File: src/rtl/hcbp_pkg.sv
// hcbp_pkg: shared constants, command codes and inter-stage types for the
// prefix code bit packer. No dependencies; compile first.
package hcbp_pkg;

    // table geometry and field widths
    localparam int SYMBOL_COUNT = 256;
    localparam int MAX_CODE_LEN = 32;
    localparam int SYM_W        = 8;
    localparam int CODE_W       = 32;
    localparam int LEN_W        = 6;
    localparam int BYTE_W       = 8;
    localparam int SYM_AW       = $clog2(SYMBOL_COUNT);
    localparam int LEN_CAP      = (MAX_CODE_LEN < CODE_W) ? MAX_CODE_LEN : CODE_W;

    // pending partial byte: up to seven bits, count 0..7
    localparam int PEND_W  = 7;
    localparam int PCNT_W  = 3;
    // staging window: seven pending bits plus a full code, rounded to bytes
    localparam int WIN_W   = 40;
    localparam int QBITS_W = 32;
    localparam int NB_W    = 3;

    // commands
    typedef logic [1:0] t_cmd;
    localparam t_cmd CMD_LOAD   = 2'd0;
    localparam t_cmd CMD_ENCODE = 2'd1;
    localparam t_cmd CMD_FLUSH  = 2'd2;

    // bytes handed from the pack stage to the output register
    typedef struct packed {
        logic                vld;
        logic [QBITS_W-1:0]  bytes;
        logic [NB_W-1:0]     nbytes;
    } t_push;

endpackage

File: src/rtl/hcbp_pack.sv
// hcbp_pack: pack stage; merges the looked-up code with the pending partial
// byte and hands whole bytes to the output register. Depends on hcbp_pkg.
module hcbp_pack import hcbp_pkg::*; (
    input  logic              i_clk,
    input  logic              i_rst_n,
    input  logic              i_accept,
    input  t_cmd              i_cmd,
    input  logic [SYM_W-1:0]  i_symbol,
    input  logic [CODE_W-1:0] i_rd_bits,
    input  logic [LEN_W-1:0]  i_rd_len,
    input  logic              i_q_free,
    output logic              o_ready,
    output t_push             o_push
);

    logic              r_s1_valid;
    t_cmd              r_cmd;
    logic              r_ok;
    logic [PEND_W-1:0] r_pend_bits;
    logic [PCNT_W-1:0] r_pend_cnt;
    logic [PEND_W-1:0] n_pend_bits;
    logic [PCNT_W-1:0] n_pend_cnt;

    logic              is_enc;
    logic [LEN_W-1:0]  clen;
    logic [LEN_W-1:0]  total;
    logic [CODE_W:0]   m33;
    logic [CODE_W-1:0] cm;
    logic [WIN_W-1:0]  wcode;
    logic [WIN_W-1:0]  wpend;
    logic [WIN_W-1:0]  win;
    logic [CODE_W+PEND_W-1:0] pshift;
    logic [PEND_W-1:0] lowv;
    logic [BYTE_W-1:0] m8;
    logic [NB_W-1:0]   nb;
    logic              adv;

    // stage register for the request whose table read is in flight
    always_ff @(posedge i_clk) begin
        if (!i_rst_n) begin
            r_s1_valid <= 1'b0;
        end else if (i_accept) begin
            r_s1_valid <= 1'b1;
        end else if (adv) begin
            r_s1_valid <= 1'b0;
        end
    end

    always_ff @(posedge i_clk) begin
        if (i_accept) begin
            r_cmd <= i_cmd;
            r_ok  <= ({1'b0, i_symbol} < (SYM_W + 1)'(SYMBOL_COUNT));
        end
    end

    // merge window: pending bits at the top, code bits right behind them
    assign is_enc = (r_cmd == CMD_ENCODE) && r_ok;
    assign clen   = is_enc ? i_rd_len : '0;
    assign total  = LEN_W'(r_pend_cnt) + clen;
    assign m33    = ((CODE_W + 1)'(1) << clen) - (CODE_W + 1)'(1);
    assign cm     = i_rd_bits & m33[CODE_W-1:0];
    assign wcode  = ({cm, 8'b0} << (LEN_W'(CODE_W) - clen)) >> r_pend_cnt;
    assign wpend  = {r_pend_bits, (WIN_W - PEND_W)'(0)} << (PCNT_W'(PEND_W) - r_pend_cnt);
    assign win    = wpend | wcode;

    // low bits that stay pending after whole bytes leave
    assign pshift = {CODE_W'(0), r_pend_bits} << clen;
    assign lowv   = pshift[PEND_W-1:0] | cm[PEND_W-1:0];
    assign m8     = (BYTE_W'(1) << total[PCNT_W-1:0]) - BYTE_W'(1);

    // byte count and next pending state per command
    always_comb begin
        nb          = '0;
        n_pend_bits = r_pend_bits;
        n_pend_cnt  = r_pend_cnt;
        unique case (r_cmd)
            CMD_ENCODE: begin
                if (r_ok) begin
                    nb          = total[LEN_W-1:PCNT_W];
                    n_pend_bits = lowv & m8[PEND_W-1:0];
                    n_pend_cnt  = total[PCNT_W-1:0];
                end
            end
            CMD_FLUSH: begin
                nb          = (r_pend_cnt != '0) ? NB_W'(1) : '0;
                n_pend_bits = '0;
                n_pend_cnt  = '0;
            end
            default: begin
            end
        endcase
    end

    // advance when no bytes result or the output register takes them
    assign adv     = r_s1_valid && ((nb == '0) || i_q_free);
    assign o_ready = !r_s1_valid || adv;

    always_ff @(posedge i_clk) begin
        if (!i_rst_n) begin
            r_pend_bits <= '0;
            r_pend_cnt  <= '0;
        end else if (adv) begin
            r_pend_bits <= n_pend_bits;
            r_pend_cnt  <= n_pend_cnt;
        end
    end

    assign o_push.vld    = adv && (nb != '0);
    assign o_push.bytes  = win[WIN_W-1:WIN_W-QBITS_W];
    assign o_push.nbytes = nb;

    // pending bits above the pending count stay clear
    a_pend_clean: assert property (@(posedge i_clk) disable iff (!i_rst_n)
        (r_pend_bits >> r_pend_cnt) == '0)
        else $error("pending bits set above pending count");

    // a byte handoff carries one to four bytes
    a_push_count: assert property (@(posedge i_clk) disable iff (!i_rst_n)
        o_push.vld |-> (o_push.nbytes != '0) && (o_push.nbytes <= NB_W'(4)))
        else $error("byte handoff count out of range");

endmodule

File: config.mk
export PLATFORM = sky130hd
export DESIGN_NAME = hcbp_pack
export DESIGN_NICKNAME = d
export VERILOG_FILES = /design/src/rtl/hcbp_pkg.sv /design/src/rtl/hcbp_pack.sv
export SDC_FILE = /design/constraint.sdc
export NUM_CORES = 1
export LEC_CHECK = 0
export BUFFER_PORTS_ARGS = -buffer_cell sky130_fd_sc_hd__buf_2
export CORE_AREA = 2 2 115 117
export CTS_BUF_LIST = sky130_fd_sc_hd__clkbuf_2
export CTS_CLUSTER_SIZE = 40
export DETAILED_ROUTE_END_ITERATION = 16
export DIE_AREA = 0 0 117 119
export PLACE_DENSITY = 0.7
export SYNTH_ARGS = -nofsm -noshare
export SYNTH_HDL_FRONTEND = slang
export SYNTH_SLANG_ARGS = --single-unit
export TNS_END_PERCENT = 50
File: constraint.sdc
create_clock -name i_clk -period 14.5 [get_ports i_clk]
set_input_delay 2.9 -clock i_clk [delete_from_list [all_inputs] [get_ports i_clk]]
set_output_delay 2.9 -clock i_clk [all_outputs]
set_load 0.1 [all_outputs]
==> results.yml, run 1 <==
routing:
  routedWlPerCell_um: 22.55
  drcViolationCount: 0
  vias_per_cell: 7.277
  drt.antenna.violating_nets: 0
  dr.pass1.iters: 6
  vias: 8121
  routed_wl_um: 25170
  drt_iter0_markers: 1236
synthesis:
  ys_ff_latch: 13
  netlist_area_um2: 6259
  synthMostInstantiatedCell: "nand2_1"
  synth_area_leaders: "a21oi_1 5.5%, o21ai_0 4.8%, nand2_1 4.5%"
  synth-edff-count: 2
  syn_nets: 997
  ys_seq_area_share_pct: 4.478
  synth.top_cells.by_count: "75 x nand2_1, 69 x a21oi_1, 62 x nor2_1, 60 x o21ai_0, 52 x clkbuf_1"
  ys_types: 101
  synthCells: 937
  yosysTopAreaCellShare_pct: 5.518
  syn_avg_cell_area_um2: 6.679
  async_reset_ff_share_pct: 0
  synth_top_area_cell: "a21oi_1"
  synthFlopType: "dfxtp_1"
  ys_warn_count: 0
clocking:
  cts_setup_buffers: 0
  clock_tree.buffer_depth: 2
  cts_hold_buf: 0
  path_clk_slew_ns: 0.12
  clock_latency_ns: 0.29
  cts_root_buf: "clkbuf_2"
  cts_sinks: 13
  cts_resized: 0
  numCtsBuffers: 3
  htreeDepth: 1
  cts_tree: "done"
sta:
  rsz0062_at_grt: "no"
  hold_viol_final: 0
  tightestPinTransition_ns: 1.001
  fmax_mhz: 83.23
  fin_setup_tns_ns: 0
  finalSetupViolations: 0
  final.min_clock_period_ns: 12.01
  slew_violations: 0
  fin_skew_ns: 0.007127
  timing.final.crit_share_pct: 82.86
  fin_ws_ns: 2.485
  slew_headroom_pct: 33.22
pwr:
  p_leak_uw: 0.002434
  max-vdd-ir-drop_uv: 46.90
  p_per_area_nw_per_um2: 52.55
setup_path:
  arrival_ns: 9.11
  worstSetupPathType: "input port to output pin"
  worstSetupEndpointType: "output pin"
  cp_data_required_time_ns: 11.60
  critPathMaxFanout: 26
  cp-start-kind: "input port"
global_route:
  grt_pass1_vias: 7258
  antenna_found_initial: 0
  track_usage_pct: 35.41
  grt_max_degree: 55
  grt_pass1_wl_um: 39430
  grt-ovfl-total: 0
outcome:
  outcome: "completed"
floorplan:
  num_io_pins: 89
  start_util_pct: 48.61
  die-area_um2: 13920
  rows: 42
  die_height_um: 119
  core_um2: 12870
  die_x_um: 117
layout:
  drive_gt1_share_pct: 16.91
  nFillCells: 1364
  final_area_um2: 6588
  final_nets: 1001
  area_growth_pct: 5.258
  fin_util_pct: 51.17
  ff_latch_area_um2: 281.5
  diodes: 0
  multiInputGateArea_um2: 5455
placed_design:
  portBuffers: 80
  gp_congestion: 1.021
  dpl_worst_slack_ns: 2.769
  hpwlAfterDp_um: 18340
  placement.cell_area_um2: 6568
hold_path:
  hp-class: "register to register"
run:
  maxCapViolCount: 0
registers in the layout, summed over array words and instances, names as in the netlist:
register,cells
r_pend_bits,7
r_pend_cnt,3
r_cmd,2
r_s1_valid,1
critical path, cell delays in order:
cell,delay (ns)
buf_2,0.44
o21a_1,0.61
inv_1,0.46
ha_1,0.33
buf_4,0.22
nand2_1,0.10
ha_1,0.32
nand2b_1,0.17
o31ai_4,0.65
a31oi_1,0.26
or3_1,0.43
a31oi_1,0.41
o221ai_1,0.18
or3_1,0.38
a32o_1,0.34
a22oi_1,0.41
mux2i_1,0.13
buf_2,0.33
area by class of cell:
type                       instances  area share, %
clock buffer                       4         0.3039
inverter                          24          1.368
multi-input combinational        803          82.81
sequential                        13          4.274
tap                              176          3.343
timing repair buffer              96          7.901
stage by stage:
step	power [uW]	hold slack [ns]	instances
global route	364.0	0.5481	1116
finish	346.2	0.5324	1116
global placement	315.6	0.4941	1112
floorplan	249.4	0.4477	937
CTS	335.3	0.5219	1116
detailed placement	314.9	0.5048	1112
kinds of logic after synthesis:
kind of cell / share of synthesized area, %
simple gates: 29.05
fa+ha+maj: 1.759
buf+inv: 8.496
compound gates: 45.48
flops: 4.478
mux: 8.656
xor+xnor: 2.079
per-layer routing:
metal	wire, um	vias up	global-route usage [%]	share of wire [%]
met4	1004	0	12.28	4.0
met3	3096	99	6.972	12
met2	11150	583	53.00	44
li1	-	3722	-	-
met1	9913	3717	50.28	39
met5	0	-	0	0
report_power, final:
group          switching [uW]  internal [uW]
clock network            12.7           7.31
registers               0.717           37.6
logic                     207           80.5
cell usage in the layout (no fill, tap or decap), types with 9 or more instances in the layout:
cell type,Yosys,final
o211ai_1,31,31
and2_1,13,13
buf_4,7,16
mux2i_1,20,20
o221ai_1,11,11
a211oi_1,15,15
nor3_1,36,36
o21a_1,17,17
mux2_2,11,11
nand2b_1,9,9
or3_1,13,13
a21boi_0,13,13
inv_1,23,23
a31oi_1,16,16
a21oi_1,69,69
o31ai_1,20,20
and3_1,20,20
nand4_1,13,13
o22ai_1,15,15
mux4_2,9,9
buf_2,23,80
dfxtp_1,11,10
nand2_1,75,74
nand3_1,46,46
o21ai_0,60,60
o2111ai_1,10,10
xnor2_1,11,11
a211o_1,9,9
nor2_1,62,62
worst paths after layout:
| check | depth (start not counted) | from | to | slack [ns] |
|---|---|---|---|---|
| min | 2 | r_pend_bits[6] | r_pend_bits[6] | 0.53 |
| min reg2reg | 2 | r_pend_bits[6] | r_pend_bits[6] | 0.53 |
| max | 18 | i_rd_len[1] | o_push[29] | 2.49 |
| max reg2reg | 15 | r_cmd[1] | r_pend_bits[6] | 9.90 |
No activity file was read; power rests on OpenSTA's default activity.
==> inputs of run 2 (changes only) <==
ABC_AREA = 1   (was default)
CORE_AREA = 2 2 112 114   (was 2 2 115 117)
DIE_AREA = 0 0 114 116   (was 0 0 117 119)
PLACE_DENSITY = 0.74   (was 0.7)
clock period = 10.44 ns   (was 14.5 ns; I/O delays follow)
==> results.yml, run 2 <==
setup_path:
  worstSetupEndpointType: "output pin"
  cp-start-kind: "input port"
  cp_top_family: "simple AND/OR/NAND/NOR gates"
  cpMaxStageDelayCell: "inv_2"
  worstSetupPathType: "input port to output pin"
  cp_data_required_time_ns: 8.35
  cp_cell_sequence: "buf_2 > nand2_2 > inv_2 > nor2_4 > ha_1 > inv_1 > nor2_1 > nand2_1 > ha_1 > nand3_1 > nor2_2 > inv_1 > nand2_1 > nand3_1 > nand2_1 > nand3_1 > nand3_1 > nand3_1 > a21oi_1 > nand3_1 > nand3_1 > nand3_1 > nand2_1 > buf_2"
  slowest_delay_ns: 0.46
  cpMostUsedCell: "nand3_1"
  critPathMaxFanout: 34
  arrival_ns: 6.42
  cp.buffers_inverters: 5
routing:
  dr.pass1.iters: 6
  routed_wl_um: 19880
  vias_per_cell: 5.956
  vias: 7903
  routedWlPerCell_um: 14.98
  drcViolationCount: 0
  drt.antenna.violating_nets: 0
  drt_iter0_markers: 882
global_route:
  antenna_found_initial: 0
  grt_pass1_wl_um: 32870
  track_usage_pct: 30.04
  grt-ovfl-total: 0
  grt_pass1_vias: 6974
  grt_max_degree: 53
clocking:
  htreeDepth: 1
  cts_setup_buffers: 0
  cts_hold_buf: 0
  numCtsBuffers: 3
  cts_tree: "done"
  cts_resized: 0
  path_clk_slew_ns: 0.14
  cts_root_buf: "clkbuf_2"
  cts_sinks: 13
  clock_latency_ns: 0.28
  clock_tree.buffer_depth: 2
synthesis:
  ys_types: 46
  ys_seq_area_share_pct: 4.726
  async_reset_ff_share_pct: 0
  synth_area_leaders: "nand3_1 30%, nand2_1 20%, inv_1 5.1%"
  synth-edff-count: 2
  ys_ff_latch: 13
  synthCells: 1150
  netlist_area_um2: 5931
  synth_top_area_cell: "nand3_1"
  syn_avg_cell_area_um2: 5.157
  syn_nets: 1210
  ys_warn_count: 0
  synthFlopType: "dfxtp_1"
  synthMostInstantiatedCell: "nand3_1"
  synth.top_cells.by_count: "358 x nand3_1, 317 x nand2_1, 81 x inv_1, 65 x nor2_1"
  yosysTopAreaCellShare_pct: 30.21
sta:
  hold_viol_final: 0
  timing.final.crit_share_pct: 81.46
  slew_headroom_pct: 26.71
  final.min_clock_period_ns: 8.505
  fin_ws_ns: 1.935
  fin_skew_ns: 0.02011
  fin_hold_ws_ns: 0.5165
  fin_setup_tns_ns: 0
  rsz0062_at_grt: "no"
  slew_violations: 0
  tightestPinTransition_ns: 1.098
  finalSetupViolations: 0
  fmax_mhz: 117.6
layout:
  reg.largest.list: "r_pend_bits x7, r_pend_cnt x3, r_cmd x2"
  final_cell_mix: "358 x nand3_1, 317 x nand2_1, 81 x inv_1"
  top_register: "r_pend_bits"
  final_area_um2: 6264
  area_growth_pct: 5.612
  mostFrequentLayoutCell: "nand3_1"
  final_nets: 1241
  drive_gt1_share_pct: 16.10
  diodes: 0
  largest_register_ffs: 7
run:
  maxCapViolCount: 0
placed_design:
  portBuffers: 80
  placement.cell_area_um2: 6243
  hpwlAfterDp_um: 15770
  dpl_worst_slack_ns: 2.079
  gp_congestion: 0.9834
floorplan:
  num_io_pins: 89
  rows: 40
  start_util_pct: 49.79
  die_x_um: 114
  core_um2: 11910
  die_height_um: 116
  die-area_um2: 13220
hold_path:
  hp-class: "register to register"
pwr:
  p_comb_share_pct: 89.8
  clkPwrFrac_pct: 3.2
  p_per_area_nw_per_um2: 132.6
  seqPwrFrac_pct: 7.0
  finalPower_uw: 830.7
  p_leak_uw: 0.003460
  max-vdd-ir-drop_uv: 137.0
  internal_power_uw: 231.3
  p_switching_uw: 599.4
  p_sw_share_pct: 72.15
outcome:
  outcome: "completed"
-- run 2: changes by cell type after synthesis, sizes merged, moves of 20 or more --
cell    delta
and3      -20
nor3      -32
o211ai    -22
o21ai     -29
nand3    +333
a21oi     -40
nand2    +267
clkbuf    -39
nor2      +33
o31ai     -22
inv       +72
-- run 2: power by group through the flow --
stage,combinational [uW],clock [uW],sequential (uW)
after global placement,731,0,59.2
after floorplan,610,0,56.1
after global routing,809,29.7,58.8
after detailed placement,734,0,59.2
after CTS,736,27.8,58.1
final,746,26.8,58.2
-- run 2: final timing paths --
path	startpoint	endpoint	slack, ns	cells after the start
worst min register to register	r_pend_bits[5]	r_pend_bits[5]	0.52	2
worst min-delay path	r_pend_bits[5]	r_pend_bits[5]	0.52	2
worst max register to register	r_cmd[1]	r_pend_bits[6]	6.58	15
worst max-delay path	i_rd_len[0]	o_push[23]	1.94	24
-- run 2: routing by layer --
| metal | GRT usage [%] | wire length (um) | vias up |
|---|---|---|---|
| met5 | 0 | 0 | - |
| li1 | - | - | 3969 |
| met2 | 50.24 | 9279 | 345 |
| met3 | 1.308 | 1330 | 44 |
| met1 | 41.55 | 8692 | 3545 |
| met4 | 10.16 | 580 | 0 |
-- run 2: area by class of cell --
type / instances / area, um2
clock buffers: 4 / 20.02
fillers: 1385 / 5648
inverters: 97 / 369.1
multi-input cells: 978 / 4950
flip-flops and latches: 13 / 280.3
well taps: 147 / 183.9
repair buffers: 88 / 460.4
-- run 2: logic make-up after synthesis --
family | share of synthesized area, %
adders and majority gates | 1.688
DFF | 4.726
AOI/OAI and AO/OA | 9.430
xor gates and xnor gates | 0.7596
muxes | 0.1688
buffers and inverters | 11.86
and+or+nand+nor | 71.37
-- run 2: per-stage QoR --
step | cells | util, %
5_1_grt | 1327 | 52.58
2_1_floorplan | 1150 | -
4_1_cts | 1327 | 52.58
6_report | 1327 | 52.58
3_3_place_gp | 1323 | 52.42
3_5_place_dp | 1323 | 52.42
-- run 2: tightest hold or removal path: cells and delay by family (launching register included) --
family	cells	cell delay [ns]
flops	1	0.36
simple gates	1	0.07
compound gates	1	0.06
==> inputs of run 3 (changes only) <==
clock period = 7.05 ns   (was 10.44 ns; I/O delays follow)
==> results.yml, run 3 (synthesized netlist as in run 2, its figures left out) <==
outcome:
  outcome: "completed"
floorplan:
  rows: 40
  die_height_um: 116
  start_util_pct: 49.79
  num_io_pins: 89
  die-area_um2: 13220
  core_um2: 11910
  die_x_um: 114
sta:
  fmax_mhz: 156.3
  slew_violations: 0
  finalSetupViolations: 0
  timing.final.crit_share_pct: 90.73
  fin_setup_tns_ns: 0
  fin_skew_ns: 0.009556
  tightestPinTransition_ns: 0.9267
  hold_viol_final: 0
  rsz0062_at_grt: "no"
  slew_headroom_pct: 38.15
  fin_hold_ws_ns: 0.5117
  final.min_clock_period_ns: 6.397
placed_design:
  hpwlAfterDp_um: 15900
  gp_congestion: 1.016
  placement.cell_area_um2: 6769
  dp_cells: 1329
  portBuffers: 80
layout:
  area_growth_pct: 14.47
  drive_gt1_share_pct: 16.53
  mostFrequentLayoutCell: "nand3_1"
  nFillCells: 1284
  ff_latch_area_um2: 280.3
  final_area_um2: 6789
  top_register: "r_pend_bits"
  reg.largest.list: "r_pend_bits x7, r_pend_cnt x3, r_cmd x2"
  final_nets: 1247
  final_cells: 1333
  largest_register_ffs: 7
  multiInputGateArea_um2: 4950
  diodes: 0
  final_cell_mix: "358 x nand3_1, 317 x nand2_1, 81 x inv_1"
setup_path:
  cpMaxStageDelayCell: "nor2_2"
  cp_top_family: "simple AND/OR/NAND/NOR gates"
  setup.worst_path.start: "i_rd_len[1]"
  arrival_ns: 4.99
  cp_num_cells: 24
  worstReg2RegStart: "r_cmd[0]"
  cp_cell_sequence: "buf_2 > nand2_4 > inv_2 > nor2_4 > ha_1 > inv_1 > nor2_1 > nand2_1 > ha_1 > nand3_1 > nor2_2 > inv_1 > nand2_1 > nand3_1 > nand2_1 > nand3_1 > nand3_1 > nand3_1 > a21oi_1 > nand3_1 > nand3_1 > nand3_1 > o21ai_1 > buf_12"
  critPathMaxFanout: 12
  slowest_delay_ns: 0.27
  cp.buffers_inverters: 5
  cp-start-kind: "input port"
  cpMostUsedCell: "nand3_1"
  worstSetupEndpointType: "output pin"
  cp_data_required_time_ns: 5.64
  worstSetupPathType: "input port to output pin"
  r2r_cells: 18
global_route:
  grt_pass1_wl_um: 32540
  grt_max_degree: 52
  antenna_found_initial: 0
  grt-ovfl-total: 0
  grt_pass1_vias: 7226
  track_usage_pct: 29.54
routing:
  drcViolationCount: 0
  drt_iter0_markers: 923
  drt.antenna.violating_nets: 0
  routedWlPerCell_um: 14.69
  dr.pass1.iters: 7
  routed_wl_um: 19590
  vias: 7988
  vias_per_cell: 5.992
clocking:
  numCtsBuffers: 3
  cts_setup_buffers: 0
  clock_tree.buffer_depth: 2
  cts_root_buf: "clkbuf_2"
  clock_latency_ns: 0.29
  cts_tree: "done"
  cts_hold_buf: 0
  htreeDepth: 1
  path_clk_slew_ns: 0.12
  cts_sinks: 13
  cts_resized: 0
run:
  maxCapViolCount: 0
pwr:
  finalPower_uw: 1402
  p_leak_uw: 0.003610
  max-vdd-ir-drop_uv: 132.1
  p_per_area_nw_per_um2: 206.4
hold_path:
  hp-class: "register to register"
  hold_start: "r_pend_bits[5]"
  hold_depth: 2
==> run 3: cell types whose count changed in the layout (fill, tap and decap cells not counted), sizes merged <==
cell	delta
buf	+6
==> run 3: worst paths after layout <==
kind                     to  slack (ns)
max reg2reg  r_pend_bits[6]        3.35
min          r_pend_bits[5]        0.51
max              o_push[24]        0.65
min reg2reg  r_pend_bits[5]        0.51
==> run 3: worst min-delay path, delay by kind of cell (launching register included) <==
kind | cells | cell delay, ns
flip-flops | 1 | 0.35
AO/OA/AOI/OAI | 1 | 0.06
AND/OR/NAND/NOR | 1 | 0.07
==> run 3: routing by layer <==
| layer | wire length, um | vias to the layer above | track usage, % |
|---|---|---|---|
| met1 | 8240 | 3567 | 38.50 |
| met2 | 9271 | 384 | 51.63 |
| met4 | 594 | 0 | 10.41 |
| met5 | 0 | - | 0 |
| li1 | - | 3987 | - |
| met3 | 1481 | 50 | 2.040 |
==> run 3: final cells by class <==
class                      count  share of cell area [%]
timing repair buffer          94                   14.52
inverter                      97                   5.437
sequential                    13                   4.128
clock buffer                   4                  0.2949
multi-input combinational    978                   72.91
tap                          147                   2.709
==> run 3: metrics by stage <==
stage,setup slack [ns],utilization (%)
6_report,0.6532,57.00
3_5_place_dp,0.7540,56.83
5_1_grt,0.3385,57.00
2_1_floorplan,0.5008,-
4_1_cts,0.7464,57.00
3_3_place_gp,0.7983,56.83
==> run 3: report_power, final <==
group / total [uW] / internal [uW] / switching [uW]
registers: 82.3 / 79.7 / 2.62
logic: 1280 / 393 / 886
clock network: 39.6 / 15.0 / 24.6
